### config.mk
export PLATFORM = sky130hd
export DESIGN_NAME = servo_mixer_slew_limit_flat
export DESIGN_NICKNAME = d
export VERILOG_FILES = /design/src/sv/smsl_pkg.sv /design/src/sv/smsl_if.sv /design/src/sv/servo_mixer_slew_limit.sv /design/src/flat_wrapper.sv
export SDC_FILE = /design/constraint.sdc
export NUM_CORES = 1
export LEC_CHECK = 0
export BUFFER_PORTS_ARGS = -buffer_cell sky130_fd_sc_hd__buf_2
export CORE_MARGIN = 5
export CORE_UTILIZATION = 35
export DETAILED_ROUTE_END_ITERATION = 16
export HOLD_SLACK_MARGIN = 0.06
export PLACE_DENSITY = 0.56
export SYNTH_ARGS = -nofsm -noshare
export SYNTH_HDL_FRONTEND = slang
export SYNTH_SLANG_ARGS = --single-unit
### constraint.sdc
create_clock -name i_clk -period 8.95 [get_ports i_clk]
set_input_delay 0.895 -clock i_clk [delete_from_list [all_inputs] [get_ports i_clk]]
set_output_delay 0.895 -clock i_clk [all_outputs]
set_load 0.05 [all_outputs]
### src/sv/smsl_pkg.sv
// Package for the servo mixer with slew limit: widths, register codes and channel payloads.
// No dependencies. Used by smsl_if.sv and servo_mixer_slew_limit.sv.
`timescale 1ns / 1ps
`default_nettype none

package smsl_pkg;

    localparam int RULE_COUNT   = 4;
    localparam int NUM_SERVOS   = 4;
    localparam int ACTIVE_RULES = (NUM_SERVOS < RULE_COUNT) ? NUM_SERVOS : RULE_COUNT;
    localparam int RULE_IDX_W   = $clog2(RULE_COUNT);

    localparam int CMD_W      = 12;
    localparam int SRC_W      = 12;
    localparam int SLEW_W     = 13;
    localparam int RATE_W     = 8;
    localparam int SPEED_W    = 8;
    localparam int MAG_W      = 12;
    localparam int PROD_W     = 19;
    localparam int QUOT_W     = PROD_W + 1;
    localparam int REM_W      = 7;
    localparam int STEP_CNT_W = 5;
    localparam int PERCENT    = 100;

    localparam int CFG_IDX_W  = 3;
    localparam int CFG_DATA_W = 12;

    localparam logic [CFG_IDX_W-1:0] REG_SERVO_MIN    = 3'd0;
    localparam logic [CFG_IDX_W-1:0] REG_SERVO_MAX    = 3'd1;
    localparam logic [CFG_IDX_W-1:0] REG_SERVO_MIDDLE = 3'd2;
    localparam logic [CFG_IDX_W-1:0] REG_SERVO_RATE   = 3'd3;
    localparam logic [CFG_IDX_W-1:0] REG_MIX_RATE     = 3'd4;
    localparam logic [CFG_IDX_W-1:0] REG_SLEW_SPEED   = 3'd5;
    localparam logic [CFG_IDX_W-1:0] REG_REVERSE_MASK = 3'd6;
    localparam logic [CFG_IDX_W-1:0] REG_RC_MIDPOINT  = 3'd7;

    typedef struct packed {
        logic                    airplane_phase;
        logic                    passthrough;
        logic signed [SRC_W-1:0] stab_roll;
        logic signed [SRC_W-1:0] stab_pitch;
        logic signed [SRC_W-1:0] stab_yaw;
        logic signed [SRC_W-1:0] stick_roll;
        logic signed [SRC_W-1:0] stick_pitch;
        logic signed [SRC_W-1:0] stick_yaw;
        logic        [SRC_W-1:0] aux_raw;
    } t_in_item;

    typedef struct packed {
        logic [CMD_W-1:0] flaperon_cmd;
        logic [CMD_W-1:0] rudder_cmd;
        logic [CMD_W-1:0] elevator_cmd;
        logic [CMD_W-1:0] aux_cmd;
    } t_out_item;

endpackage

`default_nettype wire

### src/sv/smsl_if.sv
// Valid/ready channel interfaces for input items, result items and register writes.
// Depends on smsl_pkg.
`timescale 1ns / 1ps
`default_nettype none

interface smsl_in_if;
    logic                valid;
    logic                ready;
    smsl_pkg::t_in_item  data;
    modport source (output valid, output data, input ready);
    modport sink   (input valid, input data, output ready);
endinterface

interface smsl_out_if;
    logic                valid;
    logic                ready;
    smsl_pkg::t_out_item data;
    modport source (output valid, output data, input ready);
    modport sink   (input valid, input data, output ready);
endinterface

interface smsl_cfg_if;
    logic                                valid;
    logic                                ready;
    logic [smsl_pkg::CFG_IDX_W-1:0]      index;
    logic [smsl_pkg::CFG_DATA_W-1:0]     data;
    modport source (output valid, output index, output data, input ready);
    modport sink   (input valid, input index, input data, output ready);
endinterface

`default_nettype wire

### src/sv/servo_mixer_slew_limit.sv
// Servo mixer with per-rule slew limit, bit-serial multiply and divide-by-100.
// Depends on smsl_pkg and the channel interfaces in smsl_if.sv.
//
//  channel   dir  handshake      payload
//  i_in      in   valid/ready    t_in_item (phase, passthrough, stab/stick, aux_raw)
//  o_out     out  valid/ready    t_out_item (four 12-bit servo commands)
//  i_cfg     in   valid/ready    index (3b), data (12b); ready always high
//
// One item at a time; outside airplane phase the item skips the rule passes.
// Each rule runs two shift-add multiplies by an 8-bit rate and two 19-bit
// restoring divides by 100 on one shared serial unit.
// Input ready only while idle; the output register holds a result while the next
// item is taken. Synchronous active-low reset restores register defaults, zero slew.
`timescale 1ns / 1ps
`default_nettype none

module servo_mixer_slew_limit (
    input  wire logic  i_clk,
    input  wire logic  i_rst_n,
    smsl_in_if.sink    i_in,
    smsl_out_if.source o_out,
    smsl_cfg_if.sink   i_cfg
);
    import smsl_pkg::*;

    localparam logic [2:0] S_IDLE = 3'd0;
    localparam logic [2:0] S_SLEW = 3'd1;
    localparam logic [2:0] S_MUL  = 3'd2;
    localparam logic [2:0] S_DIV  = 3'd3;
    localparam logic [2:0] S_POST = 3'd4;
    localparam logic [2:0] S_DONE = 3'd5;

    localparam logic [RULE_IDX_W-1:0] LAST_RULE = RULE_IDX_W'(ACTIVE_RULES - 1);
    localparam logic [STEP_CNT_W-1:0] MUL_LAST  = STEP_CNT_W'(RATE_W - 1);
    localparam logic [STEP_CNT_W-1:0] DIV_LAST  = STEP_CNT_W'(PROD_W - 1);
    localparam logic [REM_W:0]        DIVISOR   = (REM_W + 1)'(PERCENT);

    logic [2:0] r_state, n_state;

    logic [CMD_W-1:0]          r_servo_min, r_servo_max, r_servo_middle, r_rc_midpoint;
    logic signed [RATE_W-1:0]  r_servo_rate, r_mix_rate;
    logic [SPEED_W-1:0]        r_slew_speed;
    logic [RULE_COUNT-1:0]     r_reverse_mask;

    logic signed [SLEW_W-1:0]  r_slew [RULE_COUNT];
    logic [CMD_W-1:0]          r_cmd  [RULE_COUNT];
    t_in_item                  r_item;
    logic [RULE_IDX_W-1:0]     r_idx;
    logic                      r_pass;
    logic [PROD_W-1:0]         r_mcand;
    logic [RATE_W-1:0]         r_mplier;
    logic [PROD_W-1:0]         r_acc;
    logic [REM_W-1:0]          r_rem;
    logic [STEP_CNT_W-1:0]     r_cnt;
    logic                      r_neg;
    t_out_item                 r_out;
    logic                      r_out_valid;

    logic                      w_accept, w_out_load;
    logic signed [SLEW_W-1:0]  w_src, w_old, w_new;
    logic signed [SLEW_W:0]    w_old_x, w_src_x, w_up, w_dn;
    logic [SLEW_W-1:0]         w_new_abs;
    logic [RATE_W-1:0]         w_mix_mag, w_rate_mag;
    logic [REM_W:0]            w_trial;
    logic                      w_ge;
    logic signed [QUOT_W-1:0]  w_q, w_lo, w_hi, w_term, w_term_r, w_term_abs, w_c, w_c_cl;
    logic [CMD_W-1:0]          w_width;
    logic [CMD_W-2:0]          w_half;

    assign w_accept   = i_in.valid && i_in.ready;
    assign w_out_load = (r_state == S_DONE) && (!r_out_valid || o_out.ready);

    assign i_in.ready  = (r_state == S_IDLE);
    assign i_cfg.ready = 1'b1;
    assign o_out.valid = r_out_valid;
    assign o_out.data  = r_out;

    // source select
    always_comb begin
        unique case (r_idx)
            2'd0: w_src = SLEW_W'(r_item.passthrough ? r_item.stick_roll  : r_item.stab_roll);
            2'd1: w_src = SLEW_W'(r_item.passthrough ? r_item.stick_yaw   : r_item.stab_yaw);
            2'd2: w_src = SLEW_W'(r_item.passthrough ? r_item.stick_pitch : r_item.stab_pitch);
            default: w_src = signed'({1'b0, r_item.aux_raw} - {1'b0, r_rc_midpoint});
        endcase
    end

    // slew limiter
    assign w_old   = r_slew[r_idx];
    assign w_old_x = (SLEW_W + 1)'(w_old);
    assign w_src_x = (SLEW_W + 1)'(w_src);
    assign w_up    = w_old_x + signed'({6'b0, r_slew_speed});
    assign w_dn    = w_old_x - signed'({6'b0, r_slew_speed});

    always_comb begin
        priority if (r_slew_speed == '0) begin
            w_new = w_src;
        end else if (w_old < w_src) begin
            w_new = (w_up > w_src_x) ? w_src : w_up[SLEW_W-1:0];
        end else if (w_old > w_src) begin
            w_new = (w_dn < w_src_x) ? w_src : w_dn[SLEW_W-1:0];
        end else begin
            w_new = w_old;
        end
    end

    assign w_new_abs  = w_new[SLEW_W-1] ? SLEW_W'(-w_new) : w_new;
    assign w_mix_mag  = r_mix_rate[RATE_W-1] ? RATE_W'(-r_mix_rate) : r_mix_rate;
    assign w_rate_mag = r_servo_rate[RATE_W-1] ? RATE_W'(-r_servo_rate) : r_servo_rate;

    // restoring divide step
    assign w_trial = {r_rem, r_acc[PROD_W-1]};
    assign w_ge    = (w_trial >= DIVISOR);

    // post-processing of the signed quotient
    assign w_q     = r_neg ? -signed'({1'b0, r_acc}) : signed'({1'b0, r_acc});
    assign w_width = (r_servo_max >= r_servo_min) ? (r_servo_max - r_servo_min) : '0;
    assign w_half  = w_width[CMD_W-1:1];
    assign w_lo    = -signed'(QUOT_W'(w_half));
    assign w_hi    = signed'(QUOT_W'(w_width)) - signed'(QUOT_W'(w_half));

    always_comb begin
        priority if (w_q < w_lo) begin
            w_term = w_lo;
        end else if (w_q > w_hi) begin
            w_term = w_hi;
        end else begin
            w_term = w_q;
        end
    end

    assign w_term_r   = r_reverse_mask[r_idx] ? -w_term : w_term;
    assign w_term_abs = w_term_r[QUOT_W-1] ? -w_term_r : w_term_r;
    assign w_c        = w_q + signed'(QUOT_W'(r_servo_middle));

    always_comb begin
        priority if (w_c < signed'(QUOT_W'(r_servo_min))) begin
            w_c_cl = signed'(QUOT_W'(r_servo_min));
        end else if (w_c > signed'(QUOT_W'(r_servo_max))) begin
            w_c_cl = signed'(QUOT_W'(r_servo_max));
        end else begin
            w_c_cl = w_c;
        end
    end

    always_comb begin
        n_state = r_state;
        unique case (r_state)
            S_IDLE: if (w_accept) begin
                n_state = i_in.data.airplane_phase ? S_SLEW : S_DONE;
            end
            S_SLEW: n_state = S_MUL;
            S_MUL:  if (r_cnt == MUL_LAST) begin
                n_state = S_DIV;
            end
            S_DIV:  if (r_cnt == DIV_LAST) begin
                n_state = S_POST;
            end
            S_POST: begin
                if (!r_pass) begin
                    n_state = S_MUL;
                end else if (r_idx == LAST_RULE) begin
                    n_state = S_DONE;
                end else begin
                    n_state = S_SLEW;
                end
            end
            S_DONE: if (w_out_load) begin
                n_state = S_IDLE;
            end
            default: n_state = S_IDLE;
        endcase
    end

    // control, configuration and slew state
    always_ff @(posedge i_clk) begin
        if (!i_rst_n) begin
            r_state        <= S_IDLE;
            r_out_valid    <= 1'b0;
            r_servo_min    <= CMD_W'(1000);
            r_servo_max    <= CMD_W'(2000);
            r_servo_middle <= CMD_W'(1500);
            r_servo_rate   <= RATE_W'(100);
            r_mix_rate     <= RATE_W'(100);
            r_slew_speed   <= '0;
            r_reverse_mask <= '0;
            r_rc_midpoint  <= CMD_W'(1500);
            for (int i = 0; i < RULE_COUNT; i++) begin
                r_slew[i] <= '0;
            end
        end else begin
            r_state <= n_state;
            if (w_out_load) begin
                r_out_valid <= 1'b1;
            end else if (o_out.ready) begin
                r_out_valid <= 1'b0;
            end
            if (r_state == S_SLEW) begin
                r_slew[r_idx] <= w_new;
            end
            if (i_cfg.valid && i_cfg.ready) begin
                unique case (i_cfg.index)
                    REG_SERVO_MIN:    r_servo_min    <= i_cfg.data[CMD_W-1:0];
                    REG_SERVO_MAX:    r_servo_max    <= i_cfg.data[CMD_W-1:0];
                    REG_SERVO_MIDDLE: r_servo_middle <= i_cfg.data[CMD_W-1:0];
                    REG_SERVO_RATE:   r_servo_rate   <= i_cfg.data[RATE_W-1:0];
                    REG_MIX_RATE:     r_mix_rate     <= i_cfg.data[RATE_W-1:0];
                    REG_SLEW_SPEED:   r_slew_speed   <= i_cfg.data[SPEED_W-1:0];
                    REG_REVERSE_MASK: r_reverse_mask <= i_cfg.data[RULE_COUNT-1:0];
                    REG_RC_MIDPOINT:  r_rc_midpoint  <= i_cfg.data[CMD_W-1:0];
                    default: ;
                endcase
            end
        end
    end

    // serial datapath
    always_ff @(posedge i_clk) begin
        unique case (r_state)
            S_IDLE: begin
                if (w_accept) begin
                    r_item <= i_in.data;
                    r_idx  <= '0;
                    for (int i = 0; i < RULE_COUNT; i++) begin
                        r_cmd[i] <= '0;
                    end
                end
            end
            S_SLEW: begin
                r_mcand  <= PROD_W'(w_new_abs);
                r_mplier <= w_mix_mag;
                r_neg    <= w_new[SLEW_W-1] ^ r_mix_rate[RATE_W-1];
                r_acc    <= '0;
                r_cnt    <= '0;
                r_pass   <= 1'b0;
            end
            S_MUL: begin
                if (r_mplier[0]) begin
                    r_acc <= r_acc + r_mcand;
                end
                r_mcand  <= {r_mcand[PROD_W-2:0], 1'b0};
                r_mplier <= {1'b0, r_mplier[RATE_W-1:1]};
                r_rem    <= '0;
                r_cnt    <= (r_cnt == MUL_LAST) ? '0 : r_cnt + 1'b1;
            end
            S_DIV: begin
                r_rem <= w_ge ? REM_W'(w_trial - DIVISOR) : w_trial[REM_W-1:0];
                r_acc <= {r_acc[PROD_W-2:0], w_ge};
                r_cnt <= r_cnt + 1'b1;
            end
            S_POST: begin
                if (!r_pass) begin
                    r_mcand  <= w_term_abs[PROD_W-1:0];
                    r_mplier <= w_rate_mag;
                    r_neg    <= w_term_r[QUOT_W-1] ^ r_servo_rate[RATE_W-1];
                    r_acc    <= '0;
                    r_cnt    <= '0;
                    r_pass   <= 1'b1;
                end else begin
                    r_cmd[r_idx] <= w_c_cl[CMD_W-1:0];
                    if (r_idx != LAST_RULE) begin
                        r_idx <= r_idx + 1'b1;
                    end
                end
            end
            S_DONE: begin
                if (w_out_load) begin
                    r_out.flaperon_cmd <= r_cmd[0];
                    r_out.rudder_cmd   <= r_cmd[1];
                    r_out.elevator_cmd <= r_cmd[2];
                    r_out.aux_cmd      <= r_cmd[3];
                end
            end
            default: ;
        endcase
    end

endmodule

`default_nettype wire

### src/flat_wrapper.sv
// flat-port wrapper written by rule: the top's interface ports become plain ports
module servo_mixer_slew_limit_flat import smsl_pkg::*;
  (i_clk, i_rst_n, i_in_valid, i_in_data, i_in_ready, o_out_valid, o_out_data, o_out_ready, i_cfg_valid, i_cfg_index, i_cfg_data, i_cfg_ready);
  smsl_in_if i_in_i ();
  smsl_out_if o_out_i ();
  smsl_cfg_if i_cfg_i ();
  input  wire logic i_clk;
  input  wire logic i_rst_n;
  input wire logic [$bits(i_in_i.valid)-1:0] i_in_valid;
  input wire logic [$bits(i_in_i.data)-1:0] i_in_data;
  output wire logic [$bits(i_in_i.ready)-1:0] i_in_ready;
  output wire logic [$bits(o_out_i.valid)-1:0] o_out_valid;
  output wire logic [$bits(o_out_i.data)-1:0] o_out_data;
  input wire logic [$bits(o_out_i.ready)-1:0] o_out_ready;
  input wire logic [$bits(i_cfg_i.valid)-1:0] i_cfg_valid;
  input wire logic [$bits(i_cfg_i.index)-1:0] i_cfg_index;
  input wire logic [$bits(i_cfg_i.data)-1:0] i_cfg_data;
  output wire logic [$bits(i_cfg_i.ready)-1:0] i_cfg_ready;
  assign i_in_i.valid = i_in_valid;
  assign i_in_i.data = i_in_data;
  assign i_in_ready = i_in_i.ready;
  assign o_out_valid = o_out_i.valid;
  assign o_out_data = o_out_i.data;
  assign o_out_i.ready = o_out_ready;
  assign i_cfg_i.valid = i_cfg_valid;
  assign i_cfg_i.index = i_cfg_index;
  assign i_cfg_i.data = i_cfg_data;
  assign i_cfg_ready = i_cfg_i.ready;
  servo_mixer_slew_limit u_core (.i_clk(i_clk), .i_rst_n(i_rst_n), .i_in(i_in_i), .o_out(o_out_i), .i_cfg(i_cfg_i));
endmodule
==> reports/metrics.yaml, run 1 <==
clock_tree:
  cts_tree: "yes"
  cts.hold.buffers_added: 0
  path_clk_slew_ns: 0.06
  htree_levels: 2
  clk_latency_ns: 0.58
  cts-root-buf: "clkbuf_16"
  cts_setup_buffers: 0
  cts_made_buffers: 42
  cts_buffer_depth: 3
  numClockSinks: 377
synth:
  synthTopCellsByArea: "edfxtp_1, ha_1, dfxtp_1"
  synth_edf_count: 295
  syn_avg_cell_area_sq_um: 9.696
  seq_area_frac_synth_pct: 42.65
  yosysWarningCount: 0
  async_reset_ff_share_pct: 0
  synth.net_count: 2860
  yosys.area.top_type: "edfxtp_1"
  ys_types: 102
  synth_area_sq_um: 24620
  ys.flop_type: "edfxtp_1"
  synthCells: 2539
  yosys_register_bits: 377
  synth_top_area_share_pct: 35.98
worst_setup_path:
  r2r_start: "u_core.r_servo_max[0]"
  r2r_cells: 36
  worst_setup_path_end_kind: "register"
  cp_slowest_cell: "o41ai_1"
  path_buf_inv: 5
  arrival_ns: 8.75
  crit_top_cell: "ha_1"
  crit_family: "simple AND/OR/NAND/NOR gates"
  cp_max_fo: 7
  r2r_slack_ns: 0.53
  worstPathRequired_ns: 9.28
  critPathMaxStageDelay_ns: 0.46
  crit_type: "register to register"
  start_kind: "register"
  r2r_end: "u_core.r_mcand[9]"
sta:
  finalSetupViolations: 0
  setup-tns-final_ns: 0
  max_freq_ghz: 0.1188
  period_minus_slack_ns: 8.417
  slew_viol_final: 0
  hold_viol_final: 0
  worstMarginPinSlew_ns: 1.246
  fin_skew_ns: 0.01927
  fin_crit_sh_pct: 94.04
  fin_ws_ns: 0.5333
  maxSlewHeadroom_pct: 14.77
route:
  drtIter0Drc: 1694
  wl_per_cell_microns: 20.44
  first_pass_iters: 6
  drcViolationCount: 0
  ant_nets: 0
  vias_per_cell: 5.478
  vias: 20119
  routed_wirelength_microns: 75070
final_layout:
  layout.cells.most_common_list: "edfxtp_1, nand2_1, nor2_1"
  area_delta_synth_final_pct: 13.98
  final_common_cell: "edfxtp_1"
  drive_gt1_share_pct: 13.30
  final_util_pct: 40.14
  fin_nets: 3020
floorplanning:
  start_util_pct: 35.22
  die_h_microns: 275.2
  core_area_sq_um: 69910
  rows: 97
  ios: 157
  dieArea_sq_um: 75740
  die_w_microns: 275.2
grt:
  global_route.overflow_total: 0
  grt_start_max_net_pins: 86
  grt_pass1_vias: 19951
  grtUsageTotal_pct: 19.33
  antenna_found_initial: 4
  grt_pass1_wl_microns: 115500
run:
  max-cap-violations: 0
hold_path:
  hold_start: "u_core.r_cmd[2][9]"
  min_to: "o_out_data[21]"
  hold_path.class: "register to register"
  hold_depth: 0
status:
  status: "complete, no violations"
power:
  ir_worst_vdd_mv: 0.2681
  p_leak_nw: 11.20
  power.total_mw: 12.49
  powerDensity_nw_per_um2: 445.0
place:
  globalplace.congestion: 0.9215
  place_ws_ns: 0.4128
  placement.io_buffers: 155
  dpl.hpwl_microns: 57430
-- through the flow --
| step | area, sq um | cells | hold slack [ns] |
|---|---|---|---|
| after floorplan | 24620 | 2539 | 0.4003 |
| after global routing | 28060 | 3672 | 0.4227 |
| final | 28060 | 3673 | 0.4121 |
| after CTS | 28020 | 3670 | 0.4142 |
| after detailed placement | 26660 | 3595 | 0.4045 |
| after global placement | 26660 | 3595 | 0.4024 |
-- Yosys cell counts (34+ instances only) --
cell,number
xnor2_1,91
clkbuf_1,78
dfxtp_1,82
a21o_1,35
nand2_1,294
edfxtp_1,295
nor2_1,236
o211ai_1,34
inv_1,151
ha_1,208
xor2_1,56
nor3_1,54
nand3_1,76
a21oi_1,166
o21ai_0,95
-- cells by family after synthesis --
group	Yosys count	synth area share [%]
AO/OA/AOI/OAI	625	17.39
XOR/XNOR	149	5.408
adder cells (fa/ha/maj)	215	11.14
buffers and inverters	253	3.974
flip-flops	377	42.65
multiplexers	56	2.994
other	1	0.01523
AND/OR/NAND/NOR	863	16.43
-- sequential cells by signal (all words and copies together) (netlist names), 19 cells and up, named ones only --
register        cells
u_core.r_cmd       48
u_core.r_slew      52
u_core.r_mcand     19
u_core.r_item      85
o_out_data         48
u_core.r_acc       19
-- where the power goes --
group / switching [mW] / total [mW] / internal, mW / leakage [nW]
clock: 0.732 / 1.70 / 0.973 / 0.660
combinational: 4.99 / 8.02 / 3.02 / 7.02
sequential: 0.291 / 2.77 / 2.47 / 3.52
-- repair_timing --
action,in CTS,in global routing
resized for setup,0,7
hold endpoints to repair,0,0
endpoints found under the setup margin,0,19
-- worst reg2reg max path, delay by kind of cell (launching register included) --
family | cells | cell delay, ns
adders and majority gates | 5 | 1.31
xor gates and xnor gates | 3 | 0.59
AOI/OAI and AO/OA | 9 | 2.07
and+or+nand+nor | 14 | 3.18
DFF | 1 | 0.38
buffers and inverters | 5 | 0.63
-- per-layer routing --
metal / up-vias / GRT usage (%) / routed length, microns
met2: 596 / 32.12 / 35030
met3: 143 / 2.477 / 4032
met4: 2 / 6.578 / 2491
met5: - / 0 / 7
li1: 9667 / - / -
met1: 9711 / 26.17 / 33510
-- how the worst max path moves through the flow --
stage | end | cells after the start | from | slack (ns)
after floorplan | u_core.r_mcand[9] | 35 | u_core.r_servo_max[0] | 0.49
after global placement | u_core.r_mcand[9] | 36 | u_core.r_servo_max[0] | 0.50
after detailed placement | u_core.r_mcand[9] | 35 | u_core.r_servo_max[0] | 0.41
after CTS | u_core.r_mcand[9] | 35 | u_core.r_servo_max[0] | 0.35
after global routing | u_core.r_mcand[17] | 37 | u_core.r_servo_max[0] | -0.02
final | u_core.r_mcand[9] | 36 | u_core.r_servo_max[0] | 0.53
-- layout make-up --
cell class	count	area, sq um
Clock inverter	22	211.5
Tap cell	940	1176
Multi-Input combinational cell	1909	13200
Fill cell	6952	41850
Timing Repair Buffer	216	1246
Sequential cell	377	10500
Inverter	153	575.6
Clock buffer	53	1144
Antenna cell	3	7.507
Power figures use the tool's default switching activity.
==> run 2: changes to the inputs <==
Settings changed: CTS_BUF_LIST set to sky130_fd_sc_hd__clkbuf_16.
==> reports/metrics.yaml, run 2 (synthesis gave the netlist of run 1 again) <==
power:
  ir_worst_vdd_mv: 0.2711  # was 0.2681 mV
  clockPowerShare_pct: 13.4  # was 13.6%
  power_switching_share_pct: 48.31  # was 48.18%
  pwr-share-comb_pct: 64.4  # was 64.2%
  p_leak_nw: 11.21  # was 11.20 nW
  seqPwrFrac_pct: 22.2  # about the same
  powerDensity_nw_per_um2: 444.3  # was 445.0 nW/um^2
  netSwitchingPower_mw: 6.015  # was 6.016 mW
  internal_power_mw: 6.437  # was 6.471 mW
  power.total_mw: 12.45  # was 12.49 mW
sta:
  fin_crit_sh_pct: 94.05  # was 94.04%
  fin_ws_ns: 0.5326  # was 0.5333 ns
  max_freq_ghz: 0.1188  # about the same
  finalSetupViolations: 0  # unchanged
  fin_skew_ns: 0.02207  # was 0.01927 ns
  period_minus_slack_ns: 8.417  # about the same
  slew_viol_final: 0  # unchanged
  worstMarginPinSlew_ns: 1.230  # was 1.246 ns
  hold_slack_ns: 0.4128  # was 0.4121 ns
  maxSlewHeadroom_pct: 15.86  # was 14.77%
  hold_viol_final: 0  # unchanged
worst_setup_path:
  worst_setup_path_end_kind: "register"  # unchanged
  arrival_ns: 8.75  # about the same
  crit_type: "register to register"  # unchanged
  cp_slowest_cell: "o41ai_1"  # unchanged
  critPathMaxStageDelay_ns: 0.46  # about the same
  worstPathRequired_ns: 9.28  # about the same
  cp_max_fo: 10  # was 7
  start_kind: "register"  # unchanged
  crit_top_cell: "ha_1"  # unchanged
route:
  drcViolationCount: 0  # unchanged
  routed.top_layer: "met5"  # unchanged
  routed_wirelength_microns: 75030  # was 75070 microns
  first_pass_iters: 6  # unchanged
  vias: 20161  # was 20119
  wl_met1_microns: 33420  # was 33510 microns
  vias_per_cell: 5.489  # was 5.478
  drtIter0Drc: 1767  # was 1694
  wl_met2_microns: 34980  # was 35030 microns
  wl_per_cell_microns: 20.43  # was 20.44 microns
  ant_nets: 0  # unchanged
  wl_met3_microns: 4078  # was 4032 microns
place:
  detailed_place.area_sq_um: 26660  # unchanged
  dpl.hpwl_microns: 57430  # unchanged
  globalplace.congestion: 0.9215  # unchanged
  dpl.cell_count: 3595  # unchanged
  place_ws_ns: 0.4128  # unchanged
  placement.io_buffers: 155  # unchanged
floorplanning:
  die_w_microns: 275.2  # unchanged
  die_h_microns: 275.2  # unchanged
  dieArea_sq_um: 75740  # unchanged
  rows: 97  # unchanged
  core_area_sq_um: 69910  # unchanged
  start_util_pct: 35.22  # unchanged
  ios: 157  # unchanged
grt:
  antenna_found_initial: 4  # unchanged
  global_route.overflow_total: 0  # unchanged
  grt_pass1_wl_microns: 115500  # unchanged
  grt_start_max_net_pins: 86  # unchanged
  grt_pass1_vias: 19951  # unchanged
  grtUsageTotal_pct: 19.33  # unchanged
clock_tree:
  htree_levels: 2  # unchanged
  path_clk_slew_ns: 0.06  # about the same
  clk_latency_ns: 0.59  # was 0.58 ns
  cts_made_buffers: 42  # unchanged
  cts_tree: "yes"  # unchanged
  numClockSinks: 377  # unchanged
  cts.hold.buffers_added: 0  # unchanged
  cts_buffer_depth: 3  # unchanged
  cts-root-buf: "clkbuf_16"  # unchanged
hold_path:
  hold_path.class: "register to register"  # unchanged
final_layout:
  layout.cells.most_common_list: "edfxtp_1, nand2_1, nor2_1"  # unchanged
  fillers: 6959  # was 6952
  fin_cells: 3673  # unchanged
  design_area_sq_um: 28030  # was 28060 sq um
  top_regs: "u_core.r_item: 85 flops, u_core.r_slew: 52 flops"  # unchanged
  fin_nets: 3020  # unchanged
  area_delta_synth_final_pct: 13.85  # was 13.98%
  final_common_cell: "edfxtp_1"  # unchanged
  regMostFlops: "u_core.r_item"  # unchanged
  drive_gt1_share_pct: 13.19  # was 13.30%
  largest_reg_flops: 85  # unchanged
status:
  status: "complete, no violations"  # unchanged
run:
  max-cap-violations: 0  # unchanged
==> run 2: final timing paths <==
path | slack, ns | to | cells past startpoint | from
setup / recovery | 0.53 | u_core.r_mcand[9] | 34 | u_core.r_servo_max[0]
hold / removal | 0.41 | o_out_data[21] | 0 | u_core.r_cmd[2][9]
setup reg to reg | 0.53 | u_core.r_mcand[9] | 34 | u_core.r_servo_max[0]
hold reg to reg | 0.41 | o_out_data[21] | 0 | u_core.r_cmd[2][9]
==> run 2: what timing repair did <==
action	in CTS	in global routing
gates resized for setup	0	7
setup buffers	0	0
endpoints found under the setup margin	0	19
hold endpoints to repair	0	0
==> run 2: per-stage QoR <==
| stage | TNS, ns | utilization [%] |
|---|---|---|
| final | 0 | 40.10 |
| after global routing | -0.04267 | 40.09 |
| after CTS | 0 | 40.04 |
| after detailed placement | 0 | 38.14 |
| after global placement | 0 | 38.14 |
| after floorplan | 0 | - |
==> run 2: metal layers <==
layer	up-vias	GRT usage, %
met5	-	0
met4	2	6.578
met3	144	2.477
met2	606	32.12
met1	9737	26.17
li1	9672	-
==> run 2: worst max-delay path, delay by kind of cell, from the launching register on <==
kind            cells  cell delay [ns]
buf+inv             4             0.63
flops               1             0.38
fa+ha+maj           5             1.61
xor+xnor            2             0.26
compound gates     13             3.38
simple gates       10             1.91
==> run 2: layout make-up <==
| type | count | area (sq um) | area share [%] |
|---|---|---|---|
| multi-input cells | 1909 | 13200 | 47.09 |
| flip-flops and latches | 377 | 10500 | 37.46 |
| repair buffers | 216 | 1246 | 4.446 |
| well taps | 940 | 1176 | 4.196 |
| clock buffers | 43 | 1076 | 3.839 |
| inverters | 153 | 575.6 | 2.053 |
| clock inverters | 32 | 249.0 | 0.8883 |
| diodes | 3 | 7.507 | 0.02678 |
==> run 2: power groups by stage <==
stage	Clock, mW	Combinational (mW)	Sequential, mW
after CTS	1.71	7.93	2.77
after global placement	0	7.75	2.79
after floorplan	0	5.58	2.71
final	1.67	8.02	2.76
after global routing	1.79	8.80	2.81
after detailed placement	0	7.87	2.80
==> run 3: changes to the inputs <==
Settings changed: CORE_UTILIZATION 35 to 40, CTS_BUF_LIST sky130_fd_sc_hd__clkbuf_16 to sky130_fd_sc_hd__clkbuf_8, PLACE_DENSITY 0.56 to 0.62.
==> reports/metrics.yaml, run 3 (synthesis gave the netlist of run 1 again) <==
worst_setup_path:
  critPathMaxStageDelay_ns: 0.69  # was 0.46 ns
  path_buf_inv: 4  # unchanged
  cp_num_cells: 31  # was 34
  worstPathRequired_ns: 9.31  # was 9.28 ns
  critPathLaunch: "u_core.r_servo_max[0]"  # unchanged
  r2r_cells: 31  # was 34
  crit_type: "register to register"  # unchanged
  crit_top_cell: "ha_1"  # unchanged
  r2r_slack_ns: 0.50  # was 0.53 ns
  r2r_start: "u_core.r_servo_max[0]"  # unchanged
  start_kind: "register"  # unchanged
  r2r_end: "u_core.r_mcand[17]"  # was u_core.r_mcand[9]
  cp_max_fo: 15  # was 10
  cp_slowest_cell: "or4_1"  # was o41ai_1
  worst_setup_path_end_kind: "register"  # unchanged
  crit_family: "simple AND/OR/NAND/NOR gates"  # was compound AO/OA/AOI/OAI gates
  arrival_ns: 8.81  # was 8.75 ns
sta:
  maxSlewHeadroom_pct: 13.29  # was 15.86%
  worstMarginPinSlew_ns: 1.287  # was 1.230 ns
  fin_crit_sh_pct: 94.41  # was 94.05%
  rsz0062_at_grt: "true"
  hold_viol_final: 0  # unchanged
  fin_skew_ns: 0.03545  # was 0.02207 ns
  hold_slack_ns: 0.4040  # was 0.4128 ns
  finalSetupViolations: 0  # unchanged
  slew_viol_final: 0  # unchanged
  max_freq_ghz: 0.1184  # was 0.1188 GHz
  period_minus_slack_ns: 8.449  # was 8.417 ns
hold_path:
  hold_depth: 0  # unchanged
  hold_path.class: "register to register"  # unchanged
  min_to: "o_out_data[17]"  # was o_out_data[21]
  hold_start: "u_core.r_cmd[2][5]"  # was u_core.r_cmd[2][9]
power:
  power.total_mw: 12.33  # was 12.45 mW
  ir_worst_vdd_mv: 0.2219  # was 0.2711 mV
  p_leak_nw: 11.31  # was 11.21 nW
  powerDensity_nw_per_um2: 442.6  # was 444.3 nW/um^2
clock_tree:
  clk_latency_ns: 0.64  # was 0.59 ns
  cts_buffer_depth: 3  # unchanged
  htree_levels: 3  # was 2
  cts-root-buf: "clkbuf_8"  # was clkbuf_16
  path_clk_slew_ns: 0.06  # about the same
  cts_tree: "yes"  # unchanged
  numClockSinks: 377  # unchanged
  cts_made_buffers: 67  # was 42
route:
  first_pass_iters: 7  # was 6
  wl_per_cell_microns: 20.30  # was 20.43 microns
  ant_nets: 0  # unchanged
  vias_per_cell: 5.692  # was 5.489
  drcViolationCount: 0  # unchanged
  routed_wirelength_microns: 72390  # was 75030 microns
  vias: 20297  # was 20161
  drtIter0Drc: 1852  # was 1767
floorplanning:
  start_util_pct: 40.11  # was 35.22%
  die_w_microns: 258.1  # was 275.2 microns
  die_h_microns: 258.1  # was 275.2 microns
  dieArea_sq_um: 66610  # was 75740 sq um
  rows: 91  # was 97
  ios: 157  # unchanged
  core_area_sq_um: 61370  # was 69910 sq um
grt:
  antenna_found_initial: 4  # unchanged
  grtUsageTotal_pct: 20.86  # was 19.33%
  global_route.overflow_total: 0  # unchanged
  grt_start_max_net_pins: 86  # unchanged
  grt_pass1_wl_microns: 111100  # was 115500 microns
  grt_pass1_vias: 19545  # was 19951
place:
  placement.io_buffers: 155  # unchanged
  detailed_place.area_sq_um: 26420  # was 26660 sq um
  globalplace.congestion: 0.9713  # was 0.9215
  dpl.hpwl_microns: 54770  # was 57430 microns
final_layout:
  drive_gt1_share_pct: 13.85  # was 13.19%
  fin_nets: 3039  # was 3020
  layout.cells.most_common_list: "edfxtp_1, nand2_1, nor2_1"  # unchanged
  top_regs: "u_core.r_item: 85 flops, u_core.r_slew: 52 flops"  # unchanged
  area_delta_synth_final_pct: 13.14  # was 13.85%
  design_area_sq_um: 27850  # was 28030 sq um
  largest_reg_flops: 85  # unchanged
  final_common_cell: "edfxtp_1"  # unchanged
  regMostFlops: "u_core.r_item"  # unchanged
status:
  status: "complete, no violations"  # unchanged
run:
  max-cap-violations: 0  # unchanged
run 3: cell count changes in the layout (fill, tap and decap cells not counted), moves of 3 or more:
cell	delta
clkbuf_16	-43
inv_1	+21
buf_4	-6
clkinv_2	-3
clkbuf_8	+80
clkinv_1	-3
run 3: per-stage QoR:
step	TNS, ns	cells	setup WS (ns)	utilization (%)
4_1_cts	0	3561	0.1864	45.23
3_3_place_gp	0	3438	0.5585	43.05
6_report	0	3566	0.5005	45.39
3_5_place_dp	0	3438	0.3090	43.05
5_1_grt	-0.05707	3565	-0.03137	45.38
2_1_floorplan	0	2539	0.4888	-
run 3: final cells by class:
cell class                      instances  area (sq um)
Fill cell                            5807         33520
Timing Repair Buffer                  210          1201
Multi-Input combinational cell       1909         13240
Clock buffer                           80          1101
Clock inverter                         43         239.0
Antenna cell                            4         10.01
Inverter                              153         575.6
Tap cell                              790         988.4
Sequential cell                       377         10500
run 3: metal layers:
layer / track usage, % / part of all wire [%] / vias up / routed length, microns
met2: 33.86 / 47 / 710 / 33880
met3: 4.243 / 6.6 / 144 / 4752
met5: 0 / 0 / - / 0
met4: 7.120 / 3.3 / 0 / 2421
met1: 27.97 / 43 / 9733 / 31350
li1: - / - / 9710 / -
run 3: worst register-to-register path, delay by kind of cell, from the launching register on:
kind                     cells  cell delay, ns
buffers and inverters        4            0.57
AND/OR/NAND/NOR             14            3.80
multiplexers                 1            0.38
flip-flops                   1            0.37
adder cells (fa/ha/maj)      4            1.02
AO/OA/AOI/OAI                7            1.88
XOR/XNOR                     1            0.17
run 3: worst max path at each step:
stage	endpoint	slack, ns
2_1_floorplan	u_core.r_mcand[9]	0.49
3_3_place_gp	u_core.r_mcand[17]	0.56
3_5_place_dp	u_core.r_mcand[17]	0.31
4_1_cts	u_core.r_mcand[17]	0.19
5_1_grt	u_core.r_mcand[17]	-0.03
6_report	u_core.r_mcand[17]	0.50
run 3: what timing repair did:
item / CTS / global route
resized for setup: 0 / 14
hold buffers: 0 / 0
setup endpoints to repair: 0 / 19
buffers inserted: 0 / 1
run 3: report_power, final:
part / switching (mW) / internal (mW)
Combinational: 4.95 / 3.04
Sequential: 0.275 / 2.48
Clock: 0.724 / 0.872
Total: 5.95 / 6.38
